`src/rtl/core/bounded_deque_with_search_top_macros.svh`:
```
// ----------------------------------------------------------------------------
// Assertion macros for the bounded deque with search
// Clocked on clk, disabled while rst_n is low.
// ----------------------------------------------------------------------------
`ifndef BOUNDED_DEQUE_WITH_SEARCH_TOP_MACROS_SVH
`define BOUNDED_DEQUE_WITH_SEARCH_TOP_MACROS_SVH

// check that cons holds in the same cycle as ante
`define BDQS_ASSERT_SAME(label, ante, cons, msg) \
    label: assert property (@(posedge clk) disable iff (!rst_n) (ante) |-> (cons)) \
        else $error(msg);

// check that cons holds in the cycle after ante
`define BDQS_ASSERT_NEXT(label, ante, cons, msg) \
    label: assert property (@(posedge clk) disable iff (!rst_n) (ante) |=> (cons)) \
        else $error(msg);

`endif

```
`src/rtl/core/bdqs_pkg.sv`:
```
// ----------------------------------------------------------------------------
// bdqs_pkg
// Field widths, command and status codes, and cell control types.
// ----------------------------------------------------------------------------
package bdqs_pkg;

    localparam int CMD_W    = 3;
    localparam int VAL_W    = 32;
    localparam int STATUS_W = 3;
    localparam int POS_W    = 5;

    localparam logic [CMD_W-1:0] CMD_PUSH_FRONT = 3'd0;
    localparam logic [CMD_W-1:0] CMD_PUSH_BACK  = 3'd1;
    localparam logic [CMD_W-1:0] CMD_POP_FRONT  = 3'd2;
    localparam logic [CMD_W-1:0] CMD_POP_BACK   = 3'd3;
    localparam logic [CMD_W-1:0] CMD_DUMP       = 3'd4;
    localparam logic [CMD_W-1:0] CMD_SEARCH     = 3'd5;

    localparam logic [STATUS_W-1:0] STAT_OK        = 3'd0;
    localparam logic [STATUS_W-1:0] STAT_OVERFLOW  = 3'd1;
    localparam logic [STATUS_W-1:0] STAT_UNDERFLOW = 3'd2;
    localparam logic [STATUS_W-1:0] STAT_EMPTY     = 3'd3;
    localparam logic [STATUS_W-1:0] STAT_NOT_FOUND = 3'd4;

    typedef enum logic [1:0] {
        CELL_HOLD      = 2'd0,
        CELL_SHR       = 2'd1,
        CELL_SHL       = 2'd2,
        CELL_PUSH_BACK = 2'd3
    } cell_op_t;

    typedef struct packed {
        cell_op_t                 op;
        logic signed [VAL_W-1:0] operand;
    } cell_ctrl_t;

endpackage

```
`src/rtl/core/bdqs_if.sv`:
```
// ----------------------------------------------------------------------------
// bdqs_cmd_if / bdqs_res_if
// Valid/ready channels for command requests and result requests.
// ----------------------------------------------------------------------------
interface bdqs_cmd_if;
    import bdqs_pkg::*;

    logic                    valid;
    logic                    ready;
    logic [CMD_W-1:0]        command;
    logic signed [VAL_W-1:0] operand_value;

    modport source (output valid, output command, output operand_value, input ready);
    modport sink   (input valid, input command, input operand_value, output ready);
endinterface

interface bdqs_res_if;
    import bdqs_pkg::*;

    logic                    valid;
    logic                    ready;
    logic [STATUS_W-1:0]     status;
    logic signed [VAL_W-1:0] result_value;
    logic [POS_W-1:0]        position;
    logic                    last;

    modport source (output valid, output status, output result_value, output position,
                    output last, input ready);
    modport sink   (input valid, input status, input result_value, input position,
                    input last, output ready);
endinterface

```
`src/rtl/core/bdqs_cell.sv`:
```
// ----------------------------------------------------------------------------
// bdqs_cell
// One list entry: shifts toward either neighbor or loads a pushed value.
// ----------------------------------------------------------------------------
module bdqs_cell #(
    parameter int CNT_W = 5,
    parameter int INDEX = 0
) (
    input  logic                             clk,
    input  bdqs_pkg::cell_ctrl_t             ctl,
    input  logic [CNT_W-1:0]                 fill_count,
    input  logic signed [bdqs_pkg::VAL_W-1:0] left_value,
    input  logic signed [bdqs_pkg::VAL_W-1:0] right_value,
    output logic signed [bdqs_pkg::VAL_W-1:0] value
);
    import bdqs_pkg::*;

    logic signed [VAL_W-1:0] value_reg;
    logic signed [VAL_W-1:0] value_next;

    always_comb
    begin
        value_next = value_reg;
        unique case (ctl.op)
            CELL_HOLD:      value_next = value_reg;
            CELL_SHR:       value_next = left_value;
            CELL_SHL:       value_next = right_value;
            CELL_PUSH_BACK:
            begin
                if (fill_count == CNT_W'(INDEX))
                begin
                    value_next = ctl.operand;
                end
            end
        endcase
    end

    always_ff @(posedge clk)
    begin
        value_reg <= value_next;
    end

    assign value = value_reg;

endmodule

```
`src/rtl/core/bdqs_ctrl.sv`:
```
// ----------------------------------------------------------------------------
// bdqs_ctrl
// Command sequencer: entry count, walk over the cell row, result register.
// ----------------------------------------------------------------------------
`include "bounded_deque_with_search_top_macros.svh"

module bdqs_ctrl #(
    parameter int DEPTH = 16,
    parameter int CNT_W = 5
) (
    input  logic                              clk,
    input  logic                              rst_n,
    bdqs_cmd_if.sink                          cmd,
    bdqs_res_if.source                        res,
    input  logic signed [bdqs_pkg::VAL_W-1:0] head,
    output bdqs_pkg::cell_ctrl_t              ctl,
    output logic [CNT_W-1:0]                  fill_count
);
    import bdqs_pkg::*;

    localparam int IDX_W = (DEPTH > 1) ? $clog2(DEPTH) : 1;

    typedef enum logic [1:0] {
        ST_IDLE = 2'b01,
        ST_WALK = 2'b10
    } state_t;

    state_t                  state_reg,  state_next;
    logic [CNT_W-1:0]        count_reg,  count_next;
    logic [IDX_W-1:0]        step_reg,   step_next;
    logic [CMD_W-1:0]        wcmd_reg,   wcmd_next;
    logic signed [VAL_W-1:0] key_reg,    key_next;
    logic                    found_reg,  found_next;
    logic                    rvalid_reg, rvalid_next;
    logic [STATUS_W-1:0]     status_reg, status_next;
    logic signed [VAL_W-1:0] rval_reg,   rval_next;
    logic [POS_W-1:0]        pos_reg,    pos_next;
    logic                    last_reg,   last_next;

    logic             out_free;
    logic             in_fire;
    logic             full;
    logic             empty;
    logic [CNT_W-1:0] count_m1;
    logic [CNT_W-1:0] step_cnt;
    logic [IDX_W:0]   step_inc;
    logic [POS_W-1:0] step_pos;
    logic             in_range;
    logic             at_tail;
    logic             at_end;
    logic             match;
    logic             need_emit;
    logic             advance;

    assign out_free  = !rvalid_reg || res.ready;
    assign cmd.ready = (state_reg == ST_IDLE) && out_free;
    assign in_fire   = cmd.valid && cmd.ready;

    assign full     = (count_reg == CNT_W'(DEPTH));
    assign empty    = (count_reg == '0);
    assign count_m1 = count_reg - CNT_W'(1);
    assign step_cnt = CNT_W'(step_reg);
    assign step_inc = {1'b0, step_reg} + (IDX_W+1)'(1);
    assign step_pos = POS_W'(step_inc);
    assign in_range = (step_cnt < count_reg);
    assign at_tail  = (step_cnt == count_m1);
    assign at_end   = (step_reg == IDX_W'(DEPTH - 1));
    assign match    = (head == key_reg);

    always_comb
    begin
        need_emit = 1'b0;
        unique case (wcmd_reg)
            CMD_DUMP:     need_emit = in_range;
            CMD_SEARCH:   need_emit = !found_reg && in_range && (match || at_tail);
            CMD_POP_BACK: need_emit = at_tail;
            default:      need_emit = 1'b0;
        endcase
    end

    assign advance = !need_emit || out_free;

    always_comb
    begin
        state_next  = state_reg;
        count_next  = count_reg;
        step_next   = step_reg;
        wcmd_next   = wcmd_reg;
        key_next    = key_reg;
        found_next  = found_reg;
        rvalid_next = rvalid_reg && !res.ready;
        status_next = status_reg;
        rval_next   = rval_reg;
        pos_next    = pos_reg;
        last_next   = last_reg;
        ctl.op      = CELL_HOLD;
        ctl.operand = cmd.operand_value;

        unique case (state_reg)
            ST_IDLE:
            begin
                if (in_fire)
                begin
                    status_next = STAT_OK;
                    rval_next   = '0;
                    pos_next    = '0;
                    last_next   = 1'b1;
                    unique case (cmd.command)
                        CMD_PUSH_FRONT, CMD_PUSH_BACK:
                        begin
                            rvalid_next = 1'b1;
                            if (full)
                            begin
                                status_next = STAT_OVERFLOW;
                            end
                            else
                            begin
                                ctl.op     = (cmd.command == CMD_PUSH_FRONT) ?
                                             CELL_SHR : CELL_PUSH_BACK;
                                count_next = count_reg + CNT_W'(1);
                            end
                        end
                        CMD_POP_FRONT:
                        begin
                            rvalid_next = 1'b1;
                            if (empty)
                            begin
                                status_next = STAT_UNDERFLOW;
                            end
                            else
                            begin
                                ctl.op     = CELL_SHL;
                                rval_next  = head;
                                count_next = count_m1;
                            end
                        end
                        CMD_POP_BACK, CMD_DUMP, CMD_SEARCH:
                        begin
                            if (empty)
                            begin
                                rvalid_next = 1'b1;
                                status_next = (cmd.command == CMD_POP_BACK) ?
                                              STAT_UNDERFLOW : STAT_EMPTY;
                            end
                            else
                            begin
                                state_next = ST_WALK;
                                step_next  = '0;
                                wcmd_next  = cmd.command;
                                key_next   = cmd.operand_value;
                                found_next = 1'b0;
                            end
                        end
                        default:
                        begin
                        end
                    endcase
                end
            end
            ST_WALK:
            begin
                if (advance)
                begin
                    ctl.op = CELL_SHL;
                    if (need_emit)
                    begin
                        rvalid_next = 1'b1;
                        status_next = STAT_OK;
                        rval_next   = head;
                        pos_next    = step_pos;
                        last_next   = 1'b1;
                        if (wcmd_reg == CMD_DUMP)
                        begin
                            last_next = at_tail;
                        end
                        else if (wcmd_reg == CMD_SEARCH)
                        begin
                            found_next = 1'b1;
                            if (!match)
                            begin
                                status_next = STAT_NOT_FOUND;
                                rval_next   = '0;
                                pos_next    = '0;
                            end
                        end
                        else
                        begin
                            pos_next = '0;
                        end
                    end
                    if (at_end)
                    begin
                        state_next = ST_IDLE;
                        step_next  = '0;
                        if (wcmd_reg == CMD_POP_BACK)
                        begin
                            count_next = count_m1;
                        end
                    end
                    else
                    begin
                        step_next = step_reg + IDX_W'(1);
                    end
                end
            end
            default:
            begin
                state_next = ST_IDLE;
                step_next  = '0;
            end
        endcase
    end

    always_ff @(posedge clk or negedge rst_n)
    begin
        if (!rst_n)
        begin
            state_reg  <= ST_IDLE;
            count_reg  <= '0;
            step_reg   <= '0;
            found_reg  <= 1'b0;
            rvalid_reg <= 1'b0;
        end
        else
        begin
            state_reg  <= state_next;
            count_reg  <= count_next;
            step_reg   <= step_next;
            found_reg  <= found_next;
            rvalid_reg <= rvalid_next;
        end
    end

    always_ff @(posedge clk)
    begin
        wcmd_reg   <= wcmd_next;
        key_reg    <= key_next;
        status_reg <= status_next;
        rval_reg   <= rval_next;
        pos_reg    <= pos_next;
        last_reg   <= last_next;
    end

    assign res.valid        = rvalid_reg;
    assign res.status       = status_reg;
    assign res.result_value = rval_reg;
    assign res.position     = pos_reg;
    assign res.last         = last_reg;
    assign fill_count       = count_reg;

    `BDQS_ASSERT_SAME(a_count_bound, 1'b1, count_reg <= CNT_W'(DEPTH), "entry count above depth")
    `BDQS_ASSERT_SAME(a_idle_step, state_reg == ST_IDLE, step_reg == '0, "walk step not cleared")
    `BDQS_ASSERT_NEXT(a_walk_count, state_reg == ST_WALK && !(advance && at_end),
                      $stable(count_reg), "entry count moved during walk")
    `BDQS_ASSERT_NEXT(a_walk_start, in_fire && !empty && (cmd.command == CMD_DUMP ||
                      cmd.command == CMD_SEARCH || cmd.command == CMD_POP_BACK),
                      state_reg == ST_WALK, "walk did not start")
    `BDQS_ASSERT_SAME(a_search_once, state_reg == ST_WALK && wcmd_reg == CMD_SEARCH &&
                      found_reg, !need_emit, "second search result")

endmodule

```
`src/rtl/core/bounded_deque_with_search_top.sv`:
```
// Timing: push, pop front and any defined command on an empty list give a registered result
// in the cycle after the request; pop back, dump and search rotate the row through all DEPTH
// cells, a length set by the controller. Throughput: one request per cycle for other commands
// while each result is taken; none is accepted during a walk; a stalled result holds the walk.
// Reset: asynchronous, active low; clears entry count, sequencer and result valid.
// ----------------------------------------------------------------------------
// bounded_deque_with_search_top
// Deque of signed values held in a shifting row of cells, with dump and search.
// ----------------------------------------------------------------------------
module bounded_deque_with_search_top #(
    parameter int DEPTH = 16
) (
    input  logic       clk,
    input  logic       rst_n,
    bdqs_cmd_if.sink   cmd,
    bdqs_res_if.source res
);
    import bdqs_pkg::*;

    localparam int CNT_W = $clog2(DEPTH + 1);

    cell_ctrl_t              ctl;
    logic [CNT_W-1:0]        fill_count;
    logic signed [VAL_W-1:0] cell_value [DEPTH];

    bdqs_ctrl #(
        .DEPTH (DEPTH),
        .CNT_W (CNT_W)
    ) u_ctrl (
        .clk        (clk),
        .rst_n      (rst_n),
        .cmd        (cmd),
        .res        (res),
        .head       (cell_value[0]),
        .ctl        (ctl),
        .fill_count (fill_count)
    );

    for (genvar i = 0; i < DEPTH; i++)
    begin : g_cell
        bdqs_cell #(
            .CNT_W (CNT_W),
            .INDEX (i)
        ) u_cell (
            .clk         (clk),
            .ctl         (ctl),
            .fill_count  (fill_count),
            .left_value  ((i == 0) ? ctl.operand : cell_value[(i + DEPTH - 1) % DEPTH]),
            .right_value (cell_value[(i + 1) % DEPTH]),
            .value       (cell_value[i])
        );
    end

endmodule
```
`src/flat_wrapper.sv`:
```
// flat-port wrapper written by rule: the top's interface ports become plain ports
module bounded_deque_with_search_top_flat import bdqs_pkg::*;
#(
    parameter int DEPTH = 16
)
  (clk, rst_n, cmd_valid, cmd_command, cmd_operand_value, cmd_ready, res_valid, res_status, res_result_value, res_position, res_last, res_ready);
  bdqs_cmd_if cmd_i ();
  bdqs_res_if res_i ();
  input  logic clk;
  input  logic rst_n;
  input wire logic [$bits(cmd_i.valid)-1:0] cmd_valid;
  input wire logic [$bits(cmd_i.command)-1:0] cmd_command;
  input wire logic [$bits(cmd_i.operand_value)-1:0] cmd_operand_value;
  output wire logic [$bits(cmd_i.ready)-1:0] cmd_ready;
  output wire logic [$bits(res_i.valid)-1:0] res_valid;
  output wire logic [$bits(res_i.status)-1:0] res_status;
  output wire logic [$bits(res_i.result_value)-1:0] res_result_value;
  output wire logic [$bits(res_i.position)-1:0] res_position;
  output wire logic [$bits(res_i.last)-1:0] res_last;
  input wire logic [$bits(res_i.ready)-1:0] res_ready;
  assign cmd_i.valid = cmd_valid;
  assign cmd_i.command = cmd_command;
  assign cmd_i.operand_value = cmd_operand_value;
  assign cmd_ready = cmd_i.ready;
  assign res_valid = res_i.valid;
  assign res_status = res_i.status;
  assign res_result_value = res_i.result_value;
  assign res_position = res_i.position;
  assign res_last = res_i.last;
  assign res_i.ready = res_ready;
  bounded_deque_with_search_top #(.DEPTH(DEPTH)) u_core (.clk(clk), .rst_n(rst_n), .cmd(cmd_i), .res(res_i));
endmodule
```
`config.mk`:
```
export PLATFORM = sky130hd
export DESIGN_NAME = bounded_deque_with_search_top_flat
export DESIGN_NICKNAME = d
export VERILOG_FILES = /design/src/rtl/core/bdqs_pkg.sv /design/src/rtl/core/bdqs_if.sv /design/src/rtl/core/bdqs_cell.sv /design/src/rtl/core/bdqs_ctrl.sv /design/src/rtl/core/bounded_deque_with_search_top.sv /design/src/flat_wrapper.sv
export VERILOG_INCLUDE_DIRS = /design/src /design/src/rtl/core
export SDC_FILE = /design/constraint.sdc
export NUM_CORES = 1
export LEC_CHECK = 0
export ABC_AREA = 1
export BUFFER_PORTS_ARGS = -buffer_cell sky130_fd_sc_hd__buf_4
export CORE_MARGIN = 2
export CORE_UTILIZATION = 33
export CTS_CLUSTER_DIAMETER = 30
export DETAILED_ROUTE_END_ITERATION = 6
export MAX_ROUTING_LAYER = met4
export SYNTH_ARGS = -nofsm -noshare
export SYNTH_HDL_FRONTEND = slang
export SYNTH_SLANG_ARGS = --single-unit
```
`constraint.sdc`:
```
create_clock -name clk -period 4.6 [get_ports clk]
set_input_delay 0.23 -clock clk [delete_from_list [all_inputs] [get_ports clk]]
set_output_delay 0.23 -clock clk [all_outputs]
set_load 0.01 [all_outputs]
```
==> summary.txt <==
STA
  – Max Slew Vio Count: 0
  – Worst Tran Pin Value: 1080 ps
  – Max_slew headroom: 28.0%
  – Final Critical Period: 4090 ps
  – TNS Setup: 0 ps
  – Hold Fails Final Rpt: 0
  – # setup viols final: 0
  – Hold Slack: 71.7 ps
  – Crit share post-route: 88.8%
  – RSZ-0062 raised after global routing: false
  – Final Skew: 30.1 ps
  – FMAX: 245 MHz

Pwr
  – Part of the power in the clock network: 31.5%
  – Comb pwr share: 32.3%
  – VDD IR-drop max: 0.478 mV
  – Sw Ratio: 37.4%
  – Leak Pwr: 13.6 nW
  – PD cells: 781 nW/um2
  – P_sw: 10.2 mW
  – Total power: 27.3 mW
  – P_int: 17.1 mW
  – Sequential share of power: 36.2%

Synth
  – Mapped cell area: 29,100 um2
  – Asr flop ratio synth: 2.16%
  – Top cells by count, synth: nand2_1 (623), edfxtp_1 (588), nand4_1 (526)
  – Avg Inst Size Synth: 10.3 um2
  – Sequential area share after synthesis: 61.8%
  – Count leader, synth: nand2_1
  – Mapped Nets: 2,871
  – Largest cells by area after synthesis: edfxtp_1 (61%), nand4_1 (11%), nand3_1 (8.5%)
  – Seq cells post-synth: 601
  – Yosys cell types: 37
  – Synth top area share: 60.7%
  – Syn. warnings: 0
  – Number of synthesized flops with an enable pin: 588
  – Syn Inst Count: 2,819
  – Top FF cell, synth: edfxtp_1
  – Cell taking the most area after synthesis: edfxtp_1

Setup path
  – Critical path required time: 5080 ps
  – Critical Path Max Stage Delay: 830 ps
  – WP buf/inv: 2
  – CP delay by family, top: simple AND/OR/NAND/NOR gates
  – Worst Path Max Fanout: 85
  – Slowest-stage cell, CP: nand4_1
  – CP Capture Type: flip-flop
  – Crit path DAT: 4560 ps
  – CP cell instances: inv_1 -> ha_1 -> xnor2_1 -> nor2_1 -> nand2_1 -> nor2_1 -> nand2_1 -> nand2_1 -> nand2_1 -> nand2_2 -> nand2_1 -> nand2_2 -> nand2_8 -> buf_4 -> nand4_1 -> nand3_1
  – Worst setup path category: flip-flop to flip-flop
  – Startpoint Class: flip-flop
  – Top cell by count, worst path: nand2_1

Die
  – Std cell rows: 108
  – Die Span Y: 301 um
  – Initial core utilization: 33.4%
  – Die ar.: 90,600 um2
  – Core ar.: 87,200 um2
  – Die width: 301 um
  – I/O Pins: 82

Clocking
  – Depth of the CTS H-tree: 3
  – Clk slew on worst S/H paths: 50 ps
  – Max clock buf depth: 3
  – Resize count post-CTS: 0
  – CTS sink cnt: 601
  – Worst-skew pair later-pin latency: 660 ps
  – Hold-fix buffers, CTS: 38
  – Setup Fix Bufs, Post-CTS: 0
  – Number of CTS-inserted buffers: 110
  – TritonCTS clock tree: yes
  – Clock root buffer master: clkbuf_16

Run status
  – Status: finished clean

Cells and area
  – Max reg flops: 512
  – Share of cells above drive strength 1: 12.5%
  – Finished Core Util: 40.1%
  – Layout Nets: 2,896
  – Area growth syn-to-layout: 19.9%

GRT
  – First-pass GRT wire length: 130,000 um
  – Initial antenna violation count: 0
  – Number of global-route vias before repair: 22.0k
  – Largest net degree at the start of global routing: 199
  – All-Layer GR Usage: 18.7%
  – Congestion Overflow GR: 0

Routing
  – Vias after detailed routing: 23.3k
  – Drt initial violations: 2,956
  – Routed vias/inst: 5.69
  – DRT Pass-1 Iters: 6
  – Remaining antenna violation count after routing: 0
  – Wirelength, routed: 84,500 um
  – Drt drc: 0
  – Mean routed wirelength per cell: 20.6 um

Placement
  – HPWL Detailed: 45,900 um
  – Routability cong.: 0.853
  – IO buf count: 81

Hold path
  – Hold Crit Class: input port to async pin

Job
  – Max cap viols: 0
[cell families after synthesis]
family	Yosys count	share of synthesized area [%]
AOI/OAI and AO/OA	66	1.22
xor gates and xnor gates	35	1.05
adders and majority gates	13	0.559
buffers and inverters	374	5.79
DFF	601	61.8
muxes	1	0.0344
and+or+nand+nor	1729	29.6
[worst register-to-register path, stage by stage (launching register included)]
cell and delay, ps:
dfrtp_1 430, inv_1 150, ha_1 340, xnor2_1 170, nor2_1 60, nand2_1 70
nor2_1 50, nand2_1 80, nand2_1 60, nand2_1 70, nand2_2 70, nand2_1 80
nand2_2 90, nand2_8 260, buf_4 760, nand4_1 860, nand3_1 320
[through the flow]
| step | cells | instance area [um2] | setup slack [ps] |
|---|---|---|---|
| 4_1_cts | 4094 | 34900 | 602 |
| 3_3_place_gp | 3849 | 30600 | 659 |
| 2_1_floorplan | 2819 | 29100 | 548 |
| 5_1_grt | 4094 | 34900 | 184 |
| 6_report | 4095 | 34900 | 514 |
| 3_5_place_dp | 3849 | 30600 | 588 |
[power groups by stage]
stage | Sequential, mW | Combinational [mW] | Clock, mW
floorplan | 9.71 | 5.92 | 0
global placement | 9.91 | 8.58 | 0
global route | 10.1 | 9.61 | 8.94
finish | 9.88 | 8.81 | 8.59
detailed placement | 9.91 | 8.68 | 0
CTS | 9.86 | 8.72 | 8.67
[worst paths after layout]
path / to / from / cells past startpoint / slack (ps)
setup / recovery: u_core.g_cell[1].u_cell.value[31]$_DFFE_PP_ / u_core.u_ctrl.fill_count[1]$_DFFE_PN0P_ / 16 / 510
hold / removal: u_core.u_ctrl.state_reg[0]$_DFFE_PN1P_ / rst_n / 2 / 70
setup reg to reg: u_core.g_cell[1].u_cell.value[31]$_DFFE_PP_ / u_core.u_ctrl.fill_count[1]$_DFFE_PN0P_ / 16 / 510
hold reg to reg: u_core.u_ctrl.found_reg$_DFFE_PN0P_ / u_core.u_ctrl.found_reg$_DFFE_PN0P_ / 2 / 510
max in group asynchronous: u_core.u_ctrl.step_reg[3]$_DFFE_PN0P_ / rst_n / 3 / 3450
min in group clk: u_core.u_ctrl.res.valid$_DFF_PN0_ / cmd_valid / 5 / 120
[cells in the final DEF, fill, tap and decap left out, drive strengths merged, types with 2 or more instances in the layout]
cell / Yosys / layout
nor3b: 26 / 26
edfxtp: 588 / 588
xnor2: 29 / 29
dlygate4sd3: 0 / 38
clkbuf: 97 / 124
o211ai: 2 / 2
nand3: 494 / 494
xor2: 6 / 6
nor2: 42 / 42
inv: 98 / 109
a21boi: 2 / 2
nor3: 7 / 7
o21ai: 43 / 43
bufinv: 0 / 22
dfrtp: 12 / 12
ha: 13 / 13
a21oi: 13 / 13
o22ai: 2 / 2
buf: 178 / 150
nand2: 628 / 628
clkinv: 1 / 45
nand4: 531 / 531
clkinvlp: 0 / 6
[area by class of cell]
class	instances	area, um2
Clock buffer	124	2870
Antenna cell	1	2.50
Tap cell	1155	1450
Fill cell	8273	52300
Inverter	99	387
Multi-Input combinational cell	1844	9500
Clock inverter	83	1040
Sequential cell	601	18000
Timing Repair Buffer	188	1680
[per-layer routing]
metal  part of all wire [%]  wire length, um  vias to the layer above  GRT usage [%]
met2                     46            39100                      910           27.6
met1                     44            37500                    11718           26.2
met4                    2.5             2120                        0           5.84
met3                    6.8             5710                      137           3.03
met5                      0                0                        -              -
li1                       -                -                    10548              -
(Power assumes the default switching activity.)
